File: src/hw/rtl/cpu8080_alu_flag_unit_assert.svh
// Assertion macros shared by the ALU flag unit RTL.
// Each macro expects clk and rst_n to be visible at the point of use.
`ifndef CPU8080_ALU_FLAG_UNIT_ASSERT_SVH
`define CPU8080_ALU_FLAG_UNIT_ASSERT_SVH

// Consequent must hold in the same cycle as the antecedent.
`define CAFU_ASSERT_SAME(lbl, ante, cons, msg) \
    lbl: assert property (@(posedge clk) disable iff (!rst_n) (ante) |-> (cons)) \
        else $error(msg);

// Consequent must hold in the cycle after the antecedent.
`define CAFU_ASSERT_NEXT(lbl, ante, cons, msg) \
    lbl: assert property (@(posedge clk) disable iff (!rst_n) (ante) |=> (cons)) \
        else $error(msg);

`endif

File: src/hw/rtl/cafu_pkg.sv
// Package for the 8080-style ALU flag unit.
// Holds the operation and condition codes and the flag bundle type; no dependencies.
`timescale 1ns / 1ps

package cafu_pkg;

    localparam int unsigned FUNC_W = 4;
    localparam int unsigned DATA_W = 16;
    localparam int unsigned BYTE_W = 8;
    localparam int unsigned COND_W = 3;
    localparam int unsigned SIGN_BIT = 7;

    typedef enum logic [FUNC_W-1:0] {
        FN_ADD8  = 4'd0,
        FN_ADC8  = 4'd1,
        FN_SUB8  = 4'd2,
        FN_SBB8  = 4'd3,
        FN_CMP8  = 4'd4,
        FN_RLC   = 4'd5,
        FN_RRC   = 4'd6,
        FN_RAL   = 4'd7,
        FN_RAR   = 4'd8,
        FN_ADD16 = 4'd9,
        FN_SUB16 = 4'd10,
        FN_SBB16 = 4'd11,
        FN_CMP16 = 4'd12,
        FN_COND  = 4'd13
    } func_t;

    typedef enum logic [COND_W-1:0] {
        CC_NZ = 3'd0,
        CC_Z  = 3'd1,
        CC_NC = 3'd2,
        CC_C  = 3'd3,
        CC_PO = 3'd4,
        CC_PE = 3'd5,
        CC_P  = 3'd6,
        CC_M  = 3'd7
    } cond_t;

    typedef struct packed {
        logic zero;
        logic sign;
        logic parity;
        logic carry;
    } flags_t;

endpackage

File: src/hw/rtl/cafu_exec.sv
// Combinational execute logic of the ALU flag unit.
// Computes the result, the next flags and the condition bit; uses cafu_pkg.
`timescale 1ns / 1ps

module cafu_exec
    import cafu_pkg::*;
(
    input  logic [FUNC_W-1:0] func,
    input  logic [DATA_W-1:0] operand_a,
    input  logic [DATA_W-1:0] operand_b,
    input  logic [COND_W-1:0] cond_code,
    input  flags_t            flags_cur,
    output logic [DATA_W-1:0] result,
    output flags_t            flags_new,
    output logic              condition_met
);

    logic [BYTE_W-1:0] a8;
    logic [BYTE_W-1:0] b8;
    logic              cin;
    logic [BYTE_W:0]   sum8;
    logic [BYTE_W:0]   diff8;
    logic [DATA_W:0]   sum16;
    logic [DATA_W:0]   diff16;
    logic [BYTE_W-1:0] byte_res;
    logic              use_zsp;

    assign a8 = operand_a[BYTE_W-1:0];
    assign b8 = operand_b[BYTE_W-1:0];

    always_comb
    begin
        cin = 1'b0;
        if (func_t'(func) == FN_ADC8 || func_t'(func) == FN_SBB8 ||
            func_t'(func) == FN_SBB16)
        begin
            cin = flags_cur.carry;
        end
    end

    // The top bit of each difference is the borrow out.
    assign sum8   = {1'b0, a8} + {1'b0, b8} + {{BYTE_W{1'b0}}, cin};
    assign diff8  = {1'b0, a8} - {1'b0, b8} - {{BYTE_W{1'b0}}, cin};
    assign sum16  = {1'b0, operand_a} + {1'b0, operand_b};
    assign diff16 = {1'b0, operand_a} - {1'b0, operand_b} - {{DATA_W{1'b0}}, cin};

    always_comb
    begin
        result        = '0;
        flags_new     = flags_cur;
        condition_met = 1'b0;
        byte_res      = '0;
        use_zsp       = 1'b0;
        case (func_t'(func))
            FN_ADD8, FN_ADC8:
            begin
                byte_res        = sum8[BYTE_W-1:0];
                result          = {{(DATA_W-BYTE_W){1'b0}}, byte_res};
                flags_new.carry = sum8[BYTE_W];
                use_zsp         = 1'b1;
            end
            FN_SUB8, FN_SBB8, FN_CMP8:
            begin
                byte_res        = diff8[BYTE_W-1:0];
                if (func_t'(func) != FN_CMP8)
                begin
                    result = {{(DATA_W-BYTE_W){1'b0}}, byte_res};
                end
                flags_new.carry = diff8[BYTE_W];
                use_zsp         = 1'b1;
            end
            FN_RLC:
            begin
                result          = {{(DATA_W-BYTE_W){1'b0}}, a8[BYTE_W-2:0], a8[BYTE_W-1]};
                flags_new.carry = a8[BYTE_W-1];
            end
            FN_RRC:
            begin
                result          = {{(DATA_W-BYTE_W){1'b0}}, a8[0], a8[BYTE_W-1:1]};
                flags_new.carry = a8[0];
            end
            FN_RAL:
            begin
                result          = {{(DATA_W-BYTE_W){1'b0}}, a8[BYTE_W-2:0], flags_cur.carry};
                flags_new.carry = a8[BYTE_W-1];
            end
            FN_RAR:
            begin
                result          = {{(DATA_W-BYTE_W){1'b0}}, flags_cur.carry, a8[BYTE_W-1:1]};
                flags_new.carry = a8[0];
            end
            FN_ADD16:
            begin
                result          = sum16[DATA_W-1:0];
                flags_new.carry = sum16[DATA_W];
            end
            FN_SUB16, FN_SBB16:
            begin
                result          = diff16[DATA_W-1:0];
                flags_new.carry = diff16[DATA_W];
            end
            FN_CMP16:
            begin
                flags_new.zero  = (operand_a == operand_b);
                flags_new.carry = diff16[DATA_W];
            end
            FN_COND:
            begin
                case (cond_t'(cond_code))
                    CC_NZ:   condition_met = !flags_cur.zero;
                    CC_Z:    condition_met = flags_cur.zero;
                    CC_NC:   condition_met = !flags_cur.carry;
                    CC_C:    condition_met = flags_cur.carry;
                    CC_PO:   condition_met = !flags_cur.parity;
                    CC_PE:   condition_met = flags_cur.parity;
                    CC_P:    condition_met = !flags_cur.sign;
                    CC_M:    condition_met = flags_cur.sign;
                    default: condition_met = 1'b0;
                endcase
            end
            default:
            begin
                result = '0;
            end
        endcase

        if (use_zsp)
        begin
            flags_new.zero   = (byte_res == '0);
            flags_new.sign   = byte_res[SIGN_BIT];
            flags_new.parity = ~^byte_res;
        end
    end

endmodule

File: src/hw/rtl/cpu8080_alu_flag_unit.sv
// Usage notes for the 8080-style ALU and flag unit.
// The input channel carries one request per item: func, operand_a, operand_b and
// cond_code, qualified by in_valid and held off by in_stall. The output channel
// returns one request per item: result, the four flags after the item and
// condition_met, qualified by out_valid and held off by out_stall.
// Each accepted request sits in an input register, passes through one level of
// execute logic and lands in a result register that drives the outputs. One
// request is accepted every cycle while the receiver takes results; the flag
// register is the only feedback between items and is updated in the cycle the
// item moves into the result register.
// When the receiver stalls, the result register holds its request and the input
// register keeps the next one, so in_stall rises only once both are full.
// Reset clears both valid bits and the zero, sign, parity and carry flags.
// This file depends on cafu_pkg, cafu_exec and the assertion macro header.
`timescale 1ns / 1ps
`include "cpu8080_alu_flag_unit_assert.svh"

module cpu8080_alu_flag_unit
    import cafu_pkg::*;
(
    input  logic              clk,
    input  logic              rst_n,
    input  logic              in_valid,
    output logic              in_stall,
    input  logic [FUNC_W-1:0] func,
    input  logic [DATA_W-1:0] operand_a,
    input  logic [DATA_W-1:0] operand_b,
    input  logic [COND_W-1:0] cond_code,
    output logic              out_valid,
    input  logic              out_stall,
    output logic [DATA_W-1:0] result,
    output logic              zero_flag,
    output logic              sign_flag,
    output logic              parity_flag,
    output logic              carry_flag,
    output logic              condition_met
);

    logic              in_valid_reg;
    logic [FUNC_W-1:0] func_reg;
    logic [DATA_W-1:0] operand_a_reg;
    logic [DATA_W-1:0] operand_b_reg;
    logic [COND_W-1:0] cond_code_reg;

    flags_t            flags_reg;
    flags_t            flags_next;
    logic [DATA_W-1:0] result_next;
    logic              met_next;

    logic              out_valid_reg;
    logic [DATA_W-1:0] result_reg;
    flags_t            out_flags_reg;
    logic              met_reg;

    logic              out_free;
    logic              advance;
    logic              in_take;
    logic              cond_advance;

    assign out_free = !out_valid_reg || !out_stall;
    assign advance  = in_valid_reg && out_free;
    assign in_stall = in_valid_reg && !out_free;
    assign in_take  = in_valid && !in_stall;
    assign cond_advance = advance && (func_t'(func_reg) == FN_COND);

    always_ff @(posedge clk or negedge rst_n)
    begin
        if (!rst_n)
        begin
            in_valid_reg <= 1'b0;
        end
        else if (in_take)
        begin
            in_valid_reg <= 1'b1;
        end
        else if (advance)
        begin
            in_valid_reg <= 1'b0;
        end
    end

    always_ff @(posedge clk)
    begin
        if (in_take)
        begin
            func_reg      <= func;
            operand_a_reg <= operand_a;
            operand_b_reg <= operand_b;
            cond_code_reg <= cond_code;
        end
    end

    cafu_exec u_exec (
        .func          (func_reg),
        .operand_a     (operand_a_reg),
        .operand_b     (operand_b_reg),
        .cond_code     (cond_code_reg),
        .flags_cur     (flags_reg),
        .result        (result_next),
        .flags_new     (flags_next),
        .condition_met (met_next)
    );

    always_ff @(posedge clk or negedge rst_n)
    begin
        if (!rst_n)
        begin
            flags_reg     <= '0;
            out_valid_reg <= 1'b0;
        end
        else
        begin
            if (advance)
            begin
                flags_reg <= flags_next;
            end
            if (out_free)
            begin
                out_valid_reg <= in_valid_reg;
            end
        end
    end

    always_ff @(posedge clk)
    begin
        if (advance)
        begin
            result_reg    <= result_next;
            out_flags_reg <= flags_next;
            met_reg       <= met_next;
        end
    end

    assign out_valid     = out_valid_reg;
    assign result        = result_reg;
    assign zero_flag     = out_flags_reg.zero;
    assign sign_flag     = out_flags_reg.sign;
    assign parity_flag   = out_flags_reg.parity;
    assign carry_flag    = out_flags_reg.carry;
    assign condition_met = met_reg;

    `CAFU_ASSERT_NEXT(a_flags_hold, !advance, $stable(flags_reg), "flags changed without an item")
    `CAFU_ASSERT_NEXT(a_flags_shown, advance, out_flags_reg == flags_reg, "shown flags differ")
    `CAFU_ASSERT_NEXT(a_cond_keeps, cond_advance, $stable(flags_reg), "condition test changed flags")
    `CAFU_ASSERT_SAME(a_met_no_result, out_valid_reg && met_reg, result_reg == '0, "met with result")

endmodule
File: config.mk
export PLATFORM = sky130hd
export DESIGN_NAME = cpu8080_alu_flag_unit
export DESIGN_NICKNAME = d
export VERILOG_FILES = /design/src/hw/rtl/cafu_pkg.sv /design/src/hw/rtl/cafu_exec.sv /design/src/hw/rtl/cpu8080_alu_flag_unit.sv
export VERILOG_INCLUDE_DIRS = /design/src /design/src/hw/rtl
export SDC_FILE = /design/constraint.sdc
export NUM_CORES = 1
export LEC_CHECK = 0
export BUFFER_PORTS_ARGS = -buffer_cell sky130_fd_sc_hd__buf_4
export CAP_MARGIN = 5
export CORE_MARGIN = 10
export CORE_UTILIZATION = 33
export CTS_BUF_LIST = sky130_fd_sc_hd__clkbuf_4 sky130_fd_sc_hd__clkbuf_8
export DETAILED_ROUTE_END_ITERATION = 12
export HOLD_SLACK_MARGIN = 0.08
export SETUP_SLACK_MARGIN = 0.2
export SLEW_MARGIN = 10
export SYNTH_ARGS = -nofsm -noshare
export SYNTH_HDL_FRONTEND = slang
export SYNTH_HIERARCHICAL = 1
export SYNTH_SLANG_ARGS = --single-unit
File: constraint.sdc
create_clock -name clk -period 5.5 [get_ports clk]
set_input_delay 0.275 -clock clk [delete_from_list [all_inputs] [get_ports clk]]
set_output_delay 0.275 -clock clk [all_outputs]
set_load 0.005 [all_outputs]
# --- Yosys cells after proc, flatten, opt, wreduce, memory -nomap -nowiden ---
# Index checks and enable logic that the tools add are counted.
totals:
  reg_bits: 66
op_classes:
  addsub: 7
  n_eq_ne: 22
  muxes: 11
  reduce_logical: 26
op_table:
  columns: ["cell", "count"]
  rows:
  - ["$pmux 16 s8", 1]
  - ["$eq 4x4->1 const B", 6]
  - ["$add 16x16->17", 1]
  - ["$sub 16x16->17", 1]
  - ["$sub 17x1->17", 1]
  - ["$eq 16x16->1", 1]
  - ["$eq 4x3->1 const B", 4]
  - ["$pmux 8 s2", 1]
  - ["$eq 3x3->1 const B", 4]
  - ["$add 8x8->9", 1]
  - ["$add 9x1->9", 1]
  - ["$sub 8x8->9", 1]
  - ["$sub 9x1->9", 1]
  - ["$eq 4x2->1 const B", 2]
  - ["$logic_not 1->1", 8]
  - ["$logic_not 8->1", 1]
  - ["$mux 8", 1]
  - ["$pmux 1 s8", 1]
  - ["$reduce_or 2->1", 4]
  - ["$reduce_xnor 8->1", 1]
  - ["$eq 3x2->1 const B", 2]
  - ["$pmux 1 s6", 1]
  - ["$reduce_or 3->1", 2]
  - ["$mux 1", 5]
  - ["10 further kinds", 14]

# --- Logic depth before layout (Yosys ltp) ---
# Gate-level depths: netlist (run 1).
depth:
  word_depth: 8
  ltp_mapped: 20

# --- Modules after synthesis ---
# The synthesis (run 1) kept the hierarchy.
by_module_without_submodules:
  columns: ["mod", "instances", "cells_each", "area_each_um2"]
  rows:
  - ["cafu_exec", 1, 394, 2736.4]
  - ["cpu8080_alu_flag_unit", 1, 76, 2045.7]

# --- Worst setup path before layout (run 1) ---
# OpenSTA, ideal clock, no wires.
synth_path:
  path_type: "register to register"
  startpoint: "register func_reg[1]"
  endpoint: "register flags_reg[1] (netlist bit)"
  t_arrival_ns: 3.735
  setup_slack_ns: 1.640
  path_stages_with_launch: 18
  path_cell_list: "edfxtp_1 > clkbuf_1 > nor2_1 > or3_1 > inv_1 > fa_1 > ha_1 > o21ai_0 > nand3b_1 > o31a_1 > a31oi_1 > xnor2_1 > a21oi_1 > ha_1 > xnor2_1 > xnor2_1 > o21ai_0 > mux2_2"
synth_lines:
  columns: ["item", "line", "text"]
  rows:
  - ["from (decl)", "cpu8080_alu_flag_unit.sv:40", "logic [FUNC_W-1:0] func_reg;"]
  - ["from (signal assigned)", "cpu8080_alu_flag_unit.sv:86", "func_reg <= func;"]
  - ["to (signal assigned)", "cpu8080_alu_flag_unit.sv:115", "flags_reg <= flags_next;"]
  - ["to (decl)", "cpu8080_alu_flag_unit.sv:45", "flags_t flags_reg;"]

==> results of run 1 <==
==> per-stage QoR <==
step | hold WS [ns] | utilization, % | setup WS, ns | instances
global placement | 0.0946 | 38.8 | 1.34 | 702
global route | 0.0879 | 42.7 | 0.733 | 757
CTS | 0.0850 | 42.7 | 1.06 | 757
floorplan | -0.0206 | - | 1.64 | 470
finish | 0.108 | 42.7 | 1.00 | 757
detailed placement | 0.0968 | 38.8 | 1.08 | 702
==> layout by cell type, fill, tap and decap left out, types with 6 or more instances in the layout <==
cell,instances
sky130_fd_sc_hd__a21o_1,6
sky130_fd_sc_hd__a21oi_1,38
sky130_fd_sc_hd__a31oi_1,6
sky130_fd_sc_hd__buf_4,65
sky130_fd_sc_hd__clkbuf_8,9
sky130_fd_sc_hd__dfrtp_1,6
sky130_fd_sc_hd__dlygate4sd3_1,39
sky130_fd_sc_hd__edfxtp_1,60
sky130_fd_sc_hd__ha_1,50
sky130_fd_sc_hd__inv_1,50
sky130_fd_sc_hd__nand2_1,21
sky130_fd_sc_hd__nand2b_1,7
sky130_fd_sc_hd__nand3_1,10
sky130_fd_sc_hd__nand4_1,6
sky130_fd_sc_hd__nor2_1,23
sky130_fd_sc_hd__nor3_1,11
sky130_fd_sc_hd__o21ai_0,22
sky130_fd_sc_hd__o21bai_1,7
sky130_fd_sc_hd__o22ai_1,12
sky130_fd_sc_hd__xnor2_1,26
sky130_fd_sc_hd__xor2_1,10
==> power breakdown <==
group	leakage [nW]	internal, mW	switching [mW]
clock network	0.0918	0.175	0.178
logic	1.72	0.262	0.304
registers	0.652	0.616	0.0414
total	2.46	1.05	0.522
==> path summary, 6_finish.rpt <==
path / slack (ns) / end / from / cells after the start
max reg2reg: 1.00 / flags_reg[1] / func_reg[3] / 18
max: 1.00 / flags_reg[1] / func_reg[3] / 18
min in group asynchronous: 0.26 / in_valid_reg / rst_n / 2
max in group asynchronous: 5.11 / flags_reg[1] / rst_n / 2
min reg2reg: 0.51 / out_valid / in_valid_reg / 1
min: 0.11 / func_reg[3] / func[3] / 1
==> final cells by class <==
type | instances | share of cell area [%]
clock buffers | 12 | 2.44
clock inverters | 4 | 0.313
inverters | 53 | 3.32
multi-input cells | 338 | 43.0
flip-flops and latches | 66 | 32.5
well taps | 180 | 3.75
repair buffers | 104 | 14.6
==> cells in the mapped netlist (2+ instances only) <==
master	count	area [µm²]
sky130_fd_sc_hd__and3_1	5	31.3
sky130_fd_sc_hd__ha_1	50	626
sky130_fd_sc_hd__clkinv_1	3	11.3
sky130_fd_sc_hd__nor4_1	4	25.0
sky130_fd_sc_hd__o21ai_0	22	110
sky130_fd_sc_hd__a21o_1	6	45.0
sky130_fd_sc_hd__nand2_1	21	78.8
sky130_fd_sc_hd__mux2_2	4	45.0
sky130_fd_sc_hd__nor2b_1	4	25.0
sky130_fd_sc_hd__o22ai_1	12	75.1
sky130_fd_sc_hd__a221o_1	5	50.1
sky130_fd_sc_hd__o211ai_1	4	30.0
sky130_fd_sc_hd__a221oi_1	5	43.8
sky130_fd_sc_hd__edfxtp_1	60	1800
sky130_fd_sc_hd__a211oi_1	2	15.0
sky130_fd_sc_hd__o221ai_1	2	17.5
sky130_fd_sc_hd__a222oi_1	3	30.0
sky130_fd_sc_hd__o31ai_1	3	22.5
sky130_fd_sc_hd__o21a_1	2	15.0
sky130_fd_sc_hd__dfrtp_1	6	150
sky130_fd_sc_hd__a21boi_0	2	15.0
sky130_fd_sc_hd__a211o_1	2	17.5
sky130_fd_sc_hd__xor2_1	10	87.6
sky130_fd_sc_hd__nor2_1	23	86.3
sky130_fd_sc_hd__inv_1	50	188
sky130_fd_sc_hd__or3_1	3	18.8
sky130_fd_sc_hd__nand2b_1	7	43.8
sky130_fd_sc_hd__xnor2_1	26	228
sky130_fd_sc_hd__o21bai_1	7	52.6
sky130_fd_sc_hd__a31oi_1	6	37.5
sky130_fd_sc_hd__buf_2	2	10.0
sky130_fd_sc_hd__nand4_1	6	37.5
sky130_fd_sc_hd__clkbuf_1	10	37.5
sky130_fd_sc_hd__a21oi_1	38	190
sky130_fd_sc_hd__and2_1	2	12.5
sky130_fd_sc_hd__nand3_1	10	50.1
sky130_fd_sc_hd__nor3_1	11	55.1
sky130_fd_sc_hd__fa_1	5	100
sky130_fd_sc_hd__a22oi_1	5	37.5
==> cell families (layout without fill, tap and decap cells) <==
family | after synthesis | count (layout)
AOI/OAI and AO/OA | 140 | 140
and+or+nand+nor | 101 | 101
DFF | 66 | 66
buffers and inverters | 66 | 173
adders and majority gates | 55 | 55
xor gates and xnor gates | 36 | 36
muxes | 6 | 6
==> layer usage <==
| metal | vias up | GRT usage (%) |
|---|---|---|
| met5 | - | 0 |
| met4 | 0 | 5.49 |
| met3 | 19 | 2.81 |
| met2 | 175 | 19.6 |
| met1 | 1897 | 16.6 |
| li1 | 1952 | - |
==> results.py, run 1 <==
metrics = {
    "timing": {
        "finalWorstPathRequiredPeriod_ns": 4.50,
        "final_min_period_over_clock_period_pct": 81.8,
        "fmaxAchievable_ghz": 0.222,
        "slew_at_the_pin_closest_to_its_max_slew_limit_ns": 1.23,
        "rsz0062_at_grt": "false",
        "slew_headroom_pct": 17.7,
        "final-hold-violation-count": 0,
        "slew_violations": 0,
        "worst_clock_skew_ns": 0.00621,
        "total_of_endpoints_with_negative_setup_slack_in_the_final_report": 0,
        "setup_total_negative_slack_ns": 0,
    },
    "pwr": {
        "leakage_component_of_the_power_nw": 2.46,
        "fin_total_pwr_mw": 1.57,
        "powerDensity_nw_per_um2": 262,
        "ir_worst_vdd_mv": 0.120,
    },
    "synthesis": {
        "synthArstFlopShare_pct": 9.09,
        "synth-simple-area-share_pct": 10.7,
        "synthXorXnorAreaFrac_pct": 6.59,
        "synth-adder-area-share_pct": 15.2,
        "netlist_instances": 470,
        "postSynthRegisterBits": 66,
        "yosys.cell_types.count": 61,
        "synth-main-ff-cell": "sky130_fd_sc_hd__edfxtp_1",
        "netlist_area_um2": 4780,
        "yosysSeqAreaShare_pct": 40.8,
        "synth_compound_gate_area_share_pct": 19.9,
        "synth_top_family_by_area": "compound AO/OA/AOI/OAI gates",
        "synth.avg_cell_area_um2": 10.2,
        "ys_warn_count": 6,
        "muxShareOfSynthArea_pct": 1.62,
        "synth_enable_flop_cells": 60,
        "post_synth_net_total": 568,
    },
    "setup_path": {
        "crit_path_end_kind": "flop",
        "critical_path.n_buffers_inverters": 3,
        "critPathMaxFanout": 10,
        "worst_path_dominant_cell_family": "adder cells",
        "cp.arrival_ns": 4.74,
        "highest_cell_delay_on_the_worst_timing_path_ns": 0.54,
        "timing.critical_path.required_ns": 5.75,
        "type_of_the_worst_setup_path": "flop to flop",
        "critical_path.startpoint_type": "flop",
        "slowest_stage": "sky130_fd_sc_hd__fa_1",
        "cp_cell_sequence": "clkinv_1, nor2_1, or3_1, inv_1, fa_1, inv_1, ha_1, o21ai_0, nand3b_1, o31a_1, a31oi_1, xnor2_1, a21oi_1, ha_1, xnor2_1, xnor2_1, o21ai_0, mux2_2",
        "critical_path.most_common_cell": "sky130_fd_sc_hd__xnor2_1",
    },
    "layout": {
        "n_antenna_cell": 0,
        "area_growth_syn_to_layout_pct": 25.5,
        "finalNetCount": 670,
        "final-seq-area_um2": 1950,
        "nFillCells": 1364,
        "multi_input_area_um2": 2580,
        "final_design_area_no_fill_um2": 6000,
        "post_route_cells_drive_above_1_share_pct": 15.9,
    },
    "route": {
        "drt-initial-drc-count": 474,
        "wl_met3_um": 942,
        "routed_via_density": 5.34,
        "routed_wl_um": 12800,
        "dr.max_layer_used": "met4",
        "postRouteAntennaNets": 0,
        "detail_route.wirelength.met1_um": 5910,
        "wl_per_cell_um": 17.0,
        "routed-wl-met2_um": 5760,
        "first_pass_iters": 5,
        "vias": 4043,
        "remaining_drc_errors": 0,
    },
    "clock_network": {
        "numCtsBuffers": 9,
        "post_cts_resized": 0,
        "cts_setup_buffers": 0,
        "cts_hold_repair.buffers": 39,
        "clk_pin_slew_ns": 0.07,
        "clock_sink_count": 66,
        "cts_root_buffer": "sky130_fd_sc_hd__clkbuf_8",
        "clkLatencyLatePin_ns": 0.36,
        "tritoncts": "done",
        "htree_num_levels": 3,
        "cts_max_path_buffers": 2,
    },
    "global_routing": {
        "grt_util_all_layers_pct": 12.7,
        "number_of_global_route_vias_before_repair": 3988,
        "grt_overflow_total": 0,
        "antenna_found_initial": 0,
        "grt_max_degree": 40,
        "grt_pass1_wl_um": 20500,
    },
    "die": {
        "top_level_ports": 66,
        "floorplan.rows": 43,
        "floorplan.die.width_um": 140,
        "floorplan.initialDensity_pct": 34.1,
        "dieHeight_um": 140,
        "dieArea_um2": 19700,
        "fp.coreArea_um2": 14000,
    },
    "placement": {
        "port_buffers": 65,
        "post_dp_cell_area_um2": 5450,
        "place_congestion": 0.891,
        "hpwl_um": 9860,
    },
    "worst_hold_path": {
        "hp-class": "input port to flop",
    },
    "status": {
        "run_status": "finished clean",
    },
    "flow_run": {
        "max_cap_viol_count": 0,
    },
}
(Power assumes the default switching activity.)
==> run 2: changes to the inputs <==
- clock period: 5.5 -> 4.3 ns (I/O delays scaled with it)
==> run 2 against run 1 <==
  * Clock skew grew 0.0012 ns
  * Flip-flop and latch count did not move
  * Via count increased by 1.0%
  * Utilization rose by 0.92 points
  * Die area is the same
  * Cell count rose by 1.8%
  * Largest cell class unchanged
==> results.py, run 2 (synthesis results as in run 1) <==
metrics = {
    "timing": {
        "rsz0062_at_grt": "false",
        "slew_at_the_pin_closest_to_its_max_slew_limit_ns": 0.913,
        "timing.hold.ws_ns": 0.216,
        "finalWorstPathRequiredPeriod_ns": 3.90,
        "final-hold-violation-count": 0,
        "slew_headroom_pct": 39.1,
        "worst_clock_skew_ns": 0.00738,
        "finalWorstSetupSlack_ns": 0.397,
        "setup_total_negative_slack_ns": 0,
        "fmaxAchievable_ghz": 0.256,
        "final_min_period_over_clock_period_pct": 90.8,
        "slew_violations": 0,
        "total_of_endpoints_with_negative_setup_slack_in_the_final_report": 0,
    },
    "route": {
        "routed_via_density": 5.30,
        "postRouteAntennaNets": 0,
        "first_pass_iters": 5,
        "remaining_drc_errors": 0,
        "wl_per_cell_um": 16.8,
        "drt-initial-drc-count": 443,
        "vias": 4084,
        "routed_wl_um": 12900,
    },
    "placement": {
        "setup_slack_placement_ns": 0.313,
        "post_dp_cell_area_um2": 5500,
        "hpwl_um": 10100,
        "port_buffers": 65,
        "place_congestion": 0.881,
        "numPlacedInstances": 709,
    },
    "setup_path": {
        "critPathMaxFanout": 4,
        "critical_path.startpoint_type": "flop",
        "cp.arrival_ns": 4.14,
        "timing.critical_path.required_ns": 4.54,
        "critPathLaunch": "func_reg[3]",
        "crit_path_end_kind": "flop",
        "type_of_the_worst_setup_path": "flop to flop",
        "reg2reg_slack_ns": 0.40,
        "r2r-start": "func_reg[3]",
    },
    "flow_run": {
        "max_cap_viol_count": 0,
    },
    "layout": {
        "n_antenna_cell": 0,
        "final_cells": 771,
        "final_design_utilization_pct": 43.7,
        "area_growth_syn_to_layout_pct": 28.2,
        "nFillCells": 1327,
        "finalNetCount": 684,
        "final_design_area_no_fill_um2": 6130,
        "post_route_cells_drive_above_1_share_pct": 17.6,
        "layout_commonest_cell": "sky130_fd_sc_hd__buf_4",
        "layout.cells.most_common_list": "76 x sky130_fd_sc_hd__buf_4, 60 x sky130_fd_sc_hd__edfxtp_1, 50 x sky130_fd_sc_hd__inv_1, 50 x sky130_fd_sc_hd__ha_1, 42 x sky130_fd_sc_hd__dlygate4sd3_1",
    },
    "worst_hold_path": {
        "hp-class": "input port to asynchronous set/reset pin",
    },
    "die": {
        "fp.coreArea_um2": 14000,
        "dieHeight_um": 140,
        "floorplan.rows": 43,
        "dieArea_um2": 19700,
        "top_level_ports": 66,
        "floorplan.die.width_um": 140,
        "floorplan.initialDensity_pct": 34.1,
    },
    "pwr": {
        "fin_total_pwr_mw": 2.06,
        "ir_worst_vdd_mv": 0.143,
        "powerDensity_nw_per_um2": 336,
        "leakage_component_of_the_power_nw": 2.53,
    },
    "clock_network": {
        "clock_sink_count": 66,
        "clk_pin_slew_ns": 0.07,
        "numCtsBuffers": 9,
        "htree_num_levels": 3,
        "clkLatencyLatePin_ns": 0.36,
        "tritoncts": "done",
        "cts_root_buffer": "sky130_fd_sc_hd__clkbuf_8",
        "cts_max_path_buffers": 2,
    },
    "global_routing": {
        "grt_util_all_layers_pct": 12.9,
        "number_of_global_route_vias_before_repair": 4060,
        "antenna_found_initial": 0,
        "grt_pass1_wl_um": 20700,
        "grt_max_degree": 40,
        "grt_overflow_total": 0,
    },
    "status": {
        "run_status": "finished clean",
    },
}
-- run 2: cell count changes in the layout (fill, tap and decap cells not counted) --
cell | previous run | this run
sky130_fd_sc_hd__buf_4 | 65 | 76
sky130_fd_sc_hd__dlygate4sd3_1 | 39 | 42
sky130_fd_sc_hd__clkbuf_8 | 9 | 11
sky130_fd_sc_hd__o21ai_0 | 22 | 20
sky130_fd_sc_hd__o21ai_1 | 1 | 3
sky130_fd_sc_hd__clkbuf_4 | 3 | 2
sky130_fd_sc_hd__clkinv_1 | 4 | 3
-- run 2: final cells by class --
class	count	area [µm²]	area share (%)
timing repair buffer	118	991	16.2
clock inverter	3	15.0	0.245
sequential	66	1950	31.8
tap	180	225	3.67
multi-input combinational	338	2580	42.1
clock buffer	13	166	2.71
inverter	53	199	3.25
-- run 2: worst max-delay path, cell delays in order (launching register included) --
cell,delay [ns]
sky130_fd_sc_hd__edfxtp_1,0.40
sky130_fd_sc_hd__clkinv_1,0.08
sky130_fd_sc_hd__nor2_1,0.05
sky130_fd_sc_hd__or3_1,0.39
sky130_fd_sc_hd__inv_1,0.09
sky130_fd_sc_hd__fa_1,0.46
sky130_fd_sc_hd__ha_1,0.21
sky130_fd_sc_hd__o21ai_1,0.11
sky130_fd_sc_hd__nand3b_1,0.12
sky130_fd_sc_hd__o31a_1,0.36
sky130_fd_sc_hd__a31oi_1,0.18
sky130_fd_sc_hd__xnor2_1,0.19
sky130_fd_sc_hd__a21oi_1,0.12
sky130_fd_sc_hd__ha_1,0.31
sky130_fd_sc_hd__xnor2_1,0.18
sky130_fd_sc_hd__xnor2_1,0.15
sky130_fd_sc_hd__o21ai_1,0.10
sky130_fd_sc_hd__mux2_2,0.27
-- run 2: final timing paths --
| kind | end | cells after the start |
|---|---|---|
| setup / recovery | flags_reg[1] | 17 |
| hold / removal | out_valid | 2 |
| setup reg to reg | flags_reg[1] | 17 |
| hold reg to reg | out_valid | 1 |
| max in group asynchronous | flags_reg[1] | 2 |
| min in group clk | out_valid | 1 |
-- run 2: routing by layer --
layer / GRT usage, % / part of all wire, % / routed length (µm)
met2: 19.6 / 45 / 5850
met5: 0 / 0 / 0
met4: 5.65 / 2.0 / 258
met3: 3.31 / 6.5 / 835
met1: 16.8 / 46 / 5990
-- run 2: power breakdown --
group          total (mW)  leakage (nW)  switching [mW]  internal [mW]
clock               0.477         0.100           0.227          0.251
combinational       0.749          1.78           0.397          0.353
sequential          0.833         0.652          0.0454          0.787
-- run 2: repair_timing --
action / CTS / global route
resized for setup: 0 / 2
endpoints found under the setup margin: 0 / 2
endpoints found under the hold margin: 47 / 0
buffers inserted: 0 / 4
hold buffers: 42 / 0
